File: config.mk
export PLATFORM = sky130hd
export DESIGN_NAME = c3cb_mac
export DESIGN_NICKNAME = d
export VERILOG_FILES = /design/src/design/c3cb_pkg.sv /design/src/design/c3cb_mac.sv
export SDC_FILE = /design/constraint.sdc
export NUM_CORES = 2
export LEC_CHECK = 0
export BUFFER_PORTS_ARGS = -buffer_cell sky130_fd_sc_hd__buf_2
export CAP_MARGIN = 0
export CORE_UTILIZATION = 30
export CTS_CLUSTER_SIZE = 20
export DETAILED_ROUTE_END_ITERATION = 7
export PLACE_DENSITY = 0.5
export SLEW_MARGIN = 15
export SYNTH_ARGS = -nofsm -noshare
export SYNTH_HDL_FRONTEND = slang
export SYNTH_SLANG_ARGS = --single-unit
File: constraint.sdc
create_clock -name i_clk -period 14.45 [get_ports i_clk]
set_clock_uncertainty 0.15 [all_clocks]
set_input_delay 1.445 -clock i_clk [delete_from_list [all_inputs] [get_ports i_clk]]
set_output_delay 1.445 -clock i_clk [all_outputs]
set_load 0.02 [all_outputs]
File: src/design/c3cb_pkg.sv
`timescale 1ns / 1ps
// c3cb_pkg: shared types and constants for the 3x3 convolution block.
// No dependencies; used by every design file.
package c3cb_pkg;

    localparam int PIXEL_BITS    = 8;
    localparam int FILT_W        = 20;
    localparam int TAP_W         = 8;
    localparam int WIN           = 3;
    localparam int NTAPS         = WIN * WIN;
    localparam int CFG_W         = 11;
    localparam int CFG_IDX_W     = 2;
    localparam int CFG_DATA_W    = 64;
    localparam int MAX_HEIGHT    = 1024;
    localparam int HIDX_W        = 10;
    localparam int DEF_MAX_WIDTH = 1024;
    localparam int RESET_WIDTH   = 1024;
    localparam int RESET_HEIGHT  = 1024;

    localparam logic [CFG_DATA_W-1:0] RESET_TAPS_LOW = 64'h1000_10C0_1000_0000;
    localparam logic [TAP_W-1:0]      RESET_TAP_LAST = 8'h00;

    localparam logic MODE_PIXEL = 1'b0;
    localparam logic MODE_DRAIN = 1'b1;

    typedef enum logic [CFG_IDX_W-1:0] {
        CFG_IMAGE_WIDTH  = 2'd0,
        CFG_IMAGE_HEIGHT = 2'd1,
        CFG_TAPS_LOW     = 2'd2,
        CFG_TAP_LAST     = 2'd3
    } t_cfg_idx;

    typedef struct packed {
        logic                  mode;
        logic [PIXEL_BITS-1:0] pixel;
    } t_in;

    typedef struct packed {
        logic signed [FILT_W-1:0] filtered;
        logic                     frame_end;
    } t_out;

    typedef struct packed {
        logic left;
        logic right;
        logic top;
        logic bottom;
    } t_border;

    typedef logic [NTAPS-1:0][PIXEL_BITS-1:0] t_win_pix;
    typedef logic [NTAPS-1:0][TAP_W-1:0]      t_taps;

endpackage

File: src/design/c3cb_mac.sv
`timescale 1ns / 1ps
// c3cb_mac: four-stage multiply-accumulate pipeline for one 3x3 window.
// Depends on c3cb_pkg for window, tap and result types.
module c3cb_mac (
    input  logic               i_clk,
    input  logic               i_rst_n,
    input  logic               i_valid,
    output logic               o_ready,
    input  c3cb_pkg::t_win_pix i_pix,
    input  logic               i_last,
    input  c3cb_pkg::t_taps    i_taps,
    output logic               o_valid,
    input  logic               i_ready,
    output c3cb_pkg::t_out     o_data
);

    localparam int P  = c3cb_pkg::PIXEL_BITS;
    localparam int TW = c3cb_pkg::TAP_W;
    localparam int N  = c3cb_pkg::NTAPS;
    localparam int G  = c3cb_pkg::WIN;
    localparam int PW = P + TW + 1;
    localparam int SW = PW + 2;
    localparam int FW = PW + 4;

    logic r_v2, r_v3, r_v4, r_v5;
    logic s2_free, s3_free, s4_free, s5_free;

    c3cb_pkg::t_win_pix r_pix2;
    logic               r_last2, r_last3, r_last4;
    logic signed [PW-1:0] r_prod3 [N];
    logic signed [SW-1:0] r_psum4 [G];
    c3cb_pkg::t_out       r_out5;

    logic signed [PW-1:0] n_prod [N];
    logic signed [SW-1:0] n_psum [G];
    logic signed [FW-1:0] n_sum;

    assign s5_free = !r_v5 || i_ready;
    assign s4_free = !r_v4 || s5_free;
    assign s3_free = !r_v3 || s4_free;
    assign s2_free = !r_v2 || s3_free;
    assign o_ready = s2_free;

    always_comb begin
        logic signed [PW-1:0] a_ext;
        logic signed [PW-1:0] b_ext;
        for (int k = 0; k < N; k++) begin
            a_ext = PW'($signed({1'b0, r_pix2[k]}));
            b_ext = PW'($signed(i_taps[k]));
            n_prod[k] = a_ext * b_ext;
        end
    end

    always_comb begin
        for (int g = 0; g < G; g++) begin
            n_psum[g] = SW'(r_prod3[G*g]) + SW'(r_prod3[G*g+1]) + SW'(r_prod3[G*g+2]);
        end
    end

    assign n_sum = FW'(r_psum4[0]) + FW'(r_psum4[1]) + FW'(r_psum4[2]);

    always_ff @(posedge i_clk) begin
        if (!i_rst_n) begin
            r_v2 <= 1'b0;
            r_v3 <= 1'b0;
            r_v4 <= 1'b0;
            r_v5 <= 1'b0;
        end else begin
            if (s2_free) r_v2 <= i_valid;
            if (s3_free) r_v3 <= r_v2;
            if (s4_free) r_v4 <= r_v3;
            if (s5_free) r_v5 <= r_v4;
        end
    end

    always_ff @(posedge i_clk) begin
        if (s2_free && i_valid) begin
            r_pix2  <= i_pix;
            r_last2 <= i_last;
        end
        if (s3_free && r_v2) begin
            r_prod3 <= n_prod;
            r_last3 <= r_last2;
        end
        if (s4_free && r_v3) begin
            r_psum4 <= n_psum;
            r_last4 <= r_last3;
        end
        if (s5_free && r_v4) begin
            r_out5.filtered  <= $signed(n_sum[c3cb_pkg::FILT_W-1:0]);
            r_out5.frame_end <= r_last4;
        end
    end

    assign o_valid = r_v5;
    assign o_data  = r_out5;

endmodule
Yosys cells after proc, flatten, opt, wreduce, memory -nomap -nowiden
Cells that the tools add are included.
Cells by class
  add/subtract/negate cells: 8
  reduce and logical (&&, ||, !) cells: 12
  multipliers: 9
Operators by type and width (number)
  9-bit by 8-bit multiplier with 17-bit output: 9
  18-bit by 17-bit adder with 19-bit output: 3
  17-bit by 17-bit adder with 18-bit output: 3
  19-bit by 19-bit adder with 20-bit output: 1
  20-bit by 19-bit adder with 20-bit output: 1
  1-bit logical AND: 4
  1-bit zero test: 4
  1-bit logical OR: 4
Storage, ports and cells
  logic and storage cells: 59
  flip-flop bits (word level): 310
  output and inout bits: 23

Depth between registers and ports, before layout
  depth in word-level cells: 6
  mapped depth: 19
  gate-level depth less buffers: 19

Least setup slack after synthesis
No wires, ideal clock.
  kind: input-to-reg
  start point: in i_ready
  end point: reg r_last3 (enable)
  slack: 0.551 ns
  arrival: 12.847 ns
  buffers on the path: 0
  stages: 3
  setup time: 0.902 ns
  cell sequence: nor2b_1 > and2_0 > a21boi_0
On the way
  word-level cells in the longest chain between the ends: 4
Ends and longest elaborated chain
  start, declared: line c3cb_mac.sv:13  | input logic i_ready,
  1-bit logical OR: line c3cb_mac.sv:38  | assign s5_free = !r_v5 || i_ready;
  1-bit logical OR: line c3cb_mac.sv:39  | assign s4_free = !r_v4 || s5_free;
  1-bit logical OR: line c3cb_mac.sv:40  | assign s3_free = !r_v3 || s4_free;
  1-bit logical AND: line c3cb_mac.sv:81  | if (s3_free && r_v2) begin
  end signal, assigned: line c3cb_mac.sv:83  | r_last3 <= r_last2;
  end, declared: line c3cb_mac.sv:29  | logic r_last2, r_last3, r_last4;
No other way between the ends.
A chain may end at the register's enable or synchronous reset.

==> metrics.txt <==
status finished clean; setup TNS 0 ps; Hold Vio Cnt, Final 0; H-tree depth 2; Adder-Cell Fraction of Synth Area 41.43%; drt first-iter violations 738; largest net degree at the start of global routing 155; met1 GRT Util 19.04%; met2 GRT Util 22.91%; max_cap viols 0; Synth Area in XOR/XNOR 3.641%; Clk pin slew, worst setup/hold paths 60 ps; fin cells 4835; I/O pin count 172; hpwl dp 60900 um; Worst-Skew Late Latency 620 ps; mux cell area share after synthesis 0%; crit path time final 5437 ps; synth warn 0; grt ovf 0; Syn Area/Cell 10.80 sq um; cell row count 122; Synth Cell Area 33440 sq um; RSZ-0062 raised after global routing false; routability cong. 0.7819; syn_nets 4107; CTS max path bufs 3; Tot Pwr 0.007538 W; Top Usage Layer GRT met2; Die Y 335.9 um; first-pass GRT wire length 123300 um; DRC 0; final antenna-violating net count 0; Final Slew Violations 0; clock sink total 310; Hold Crit Class flip-flop to flip-flop; number of buffers created by CTS 46; Compound-Gate Fraction of Synth Area 7.124%; CTS Hold Buffers Added 0; synthesized flop and latch total 310; Root Buffer clkbuf_16; final setup violating endpoints 0; Yosys cell types 60; crit share post-route 37.63%; CTS tree built; I/O Buffers 171; largest family of logic cells by synthesized area adder cells; Least-Margin Pin Slew 957.9 ps; startpoint class of the critical path input port; crit path kind input port to flip-flop; CP required 14660 ps; initial core utilization 30.26%; Via density 4.465; simple-gate share of the synthesized area 13.95%; core box area 110500 sq um; top_reg_cell synth edfxtp_1; wire per inst 15.65 um; worst-path maximum fanout 6; Leak 17.07 nW; Critical Path Sink Type flip-flop; initial antenna violation count 0; fmax 183.9 MHz; Syn Inst Count 3095; vias in the first global route 22670; fin nets 4324; VDD IR-drop max 0.1110 mV; n_diodes 0; Placed Cells 4752; CP arrival 5650 ps; global-route usage over all layers 13.88%; Post-synth ARST share 0%; Area Growth Syn to Fin 12.70%; layout cells sized above 1 8.157%; DIE AREA 112800 sq um; sequential area share after synthesis 27.72%; post-CTS setup buffer count 0; First-pass DRT Iterations 6; Routed WL 75650 um; CTS resizes 0; number of synthesized flops with an enable pin 306; Rel. slew slack 36.14%; via count 21590; die width 335.9 um; pwr dens 200.0 nW/um^2; met3 Usage GRT 2.116%
-- kinds of logic (layout without fill, tap and decap cells) --
kind of cell               count (synthesis)  in the layout
buffers and inverters                    546            798
xor gates and xnor gates                 139            139
and+or+nand+nor                          874            874
AOI/OAI and AO/OA                        363            363
DFF                                      310            310
adders and majority gates                863            863
-- placed cells by master, fill, tap and decap left out, types with 10 or more instances in the layout --
cell / n
a211oi_1: 15
a21o_1: 23
a21oi_1: 120
a31oi_1: 13
and2_1: 375
and3_1: 15
buf_2: 171
clkbuf_16: 46
clkinv_1: 10
edfxtp_1: 306
fa_1: 407
ha_1: 456
inv_1: 538
nand2_1: 191
nand2b_1: 40
nand3_1: 24
nor2_1: 118
nor2b_1: 32
nor3_1: 24
nor4_1: 13
o211ai_1: 16
o21a_1: 43
o21ai_0: 40
o21ai_1: 30
o31a_1: 12
or3_1: 12
xnor2_1: 116
xor2_1: 23
-- synthesized netlist by cell type, types with 24 or more instances --
cell type  instances  share of area [%]
and2_1           375                7.0
fa_1             407                 24
nand2b_1          40               0.75
o21a_1            43               0.97
nand2_1          191                2.1
edfxtp_1         306                 27
inv_1            538                6.0
o21ai_1           30               0.45
nor3_1            24               0.36
ha_1             456                 17
xnor2_1          116                3.0
o21ai_0           40               0.60
a21oi_1          120                1.8
nand3_1           24               0.36
nor2_1           118                1.3
nor2b_1           34               0.64
-- layout make-up --
class / count / area (sq um)
Fill cell: 11270 / 72830
Multi-Input combinational cell: 2239 / 22160
Timing Repair Buffer: 176 / 905.9
Inverter: 539 / 2023
Clock inverter: 32 / 299.0
Clock buffer: 51 / 1170
Sequential cell: 310 / 9269
Tap cell: 1488 / 1862
-- power breakdown --
group | leakage (nW) | switching [W] | internal (W)
Combinational | 13.4 | 0.00267 | 0.00207
Clock | 0.708 | 0.000454 | 0.000656
Sequential | 2.94 | 0.000178 | 0.00152
Total | 17.1 | 0.00330 | 0.00424
-- layer usage --
layer / part of all wire [%] / vias to the layer above
met5: 0 / -
met4: 2.0 / 0
met3: 3.1 / 80
met2: 47 / 238
met1: 48 / 10630
li1: - / 10640
-- final timing paths --
path	startpoint	end	slack, ps	depth (start not counted)
setup / recovery	i_taps[71]	r_prod3[16]	9010	17
hold / removal	r_last4	o_data[0]	280	0
setup reg to reg	r_pix2[64]	r_prod3[16]	9500	16
hold reg to reg	r_last4	o_data[0]	280	0
-- critical path: stages --
cell	delay, ps
buf_2	150
inv_1	150
fa_1	520
fa_1	520
inv_1	60
fa_1	530
inv_1	50
fa_1	470
inv_1	40
ha_1	330
o21a_1	200
o31a_1	120
o211ai_1	220
a21oi_1	110
a2111oi_2	430
a21oi_1	140
xnor2_1	150
-- state kept, by name (all words and copies together) (netlist names) --
| register | count |
|---|---|
| r_pix2 | 72 |
| r_last2 | 1 |
| r_prod3 | 153 |
| r_v3 | 1 |
| r_last3 | 1 |
| r_psum4 | 57 |
| r_last4 | 1 |
| r_v2 | 1 |
| o_data | 21 |
| r_v4 | 1 |
| o_valid | 1 |
-- through the flow --
step                      util [%]  setup WS, ps  hold slack [ps]  area [sq um]
final                        34.10          9013            281.2         37680
after global routing         34.10          8699            301.9         37680
after CTS                    34.10          9033            281.6         37680
after detailed placement     32.77          8360            267.8         36210
after global placement       32.77          8437            254.8         36210
after floorplan                  -         550.7            250.3         33440
Note: power is estimated with default switching activity, not from simulation.
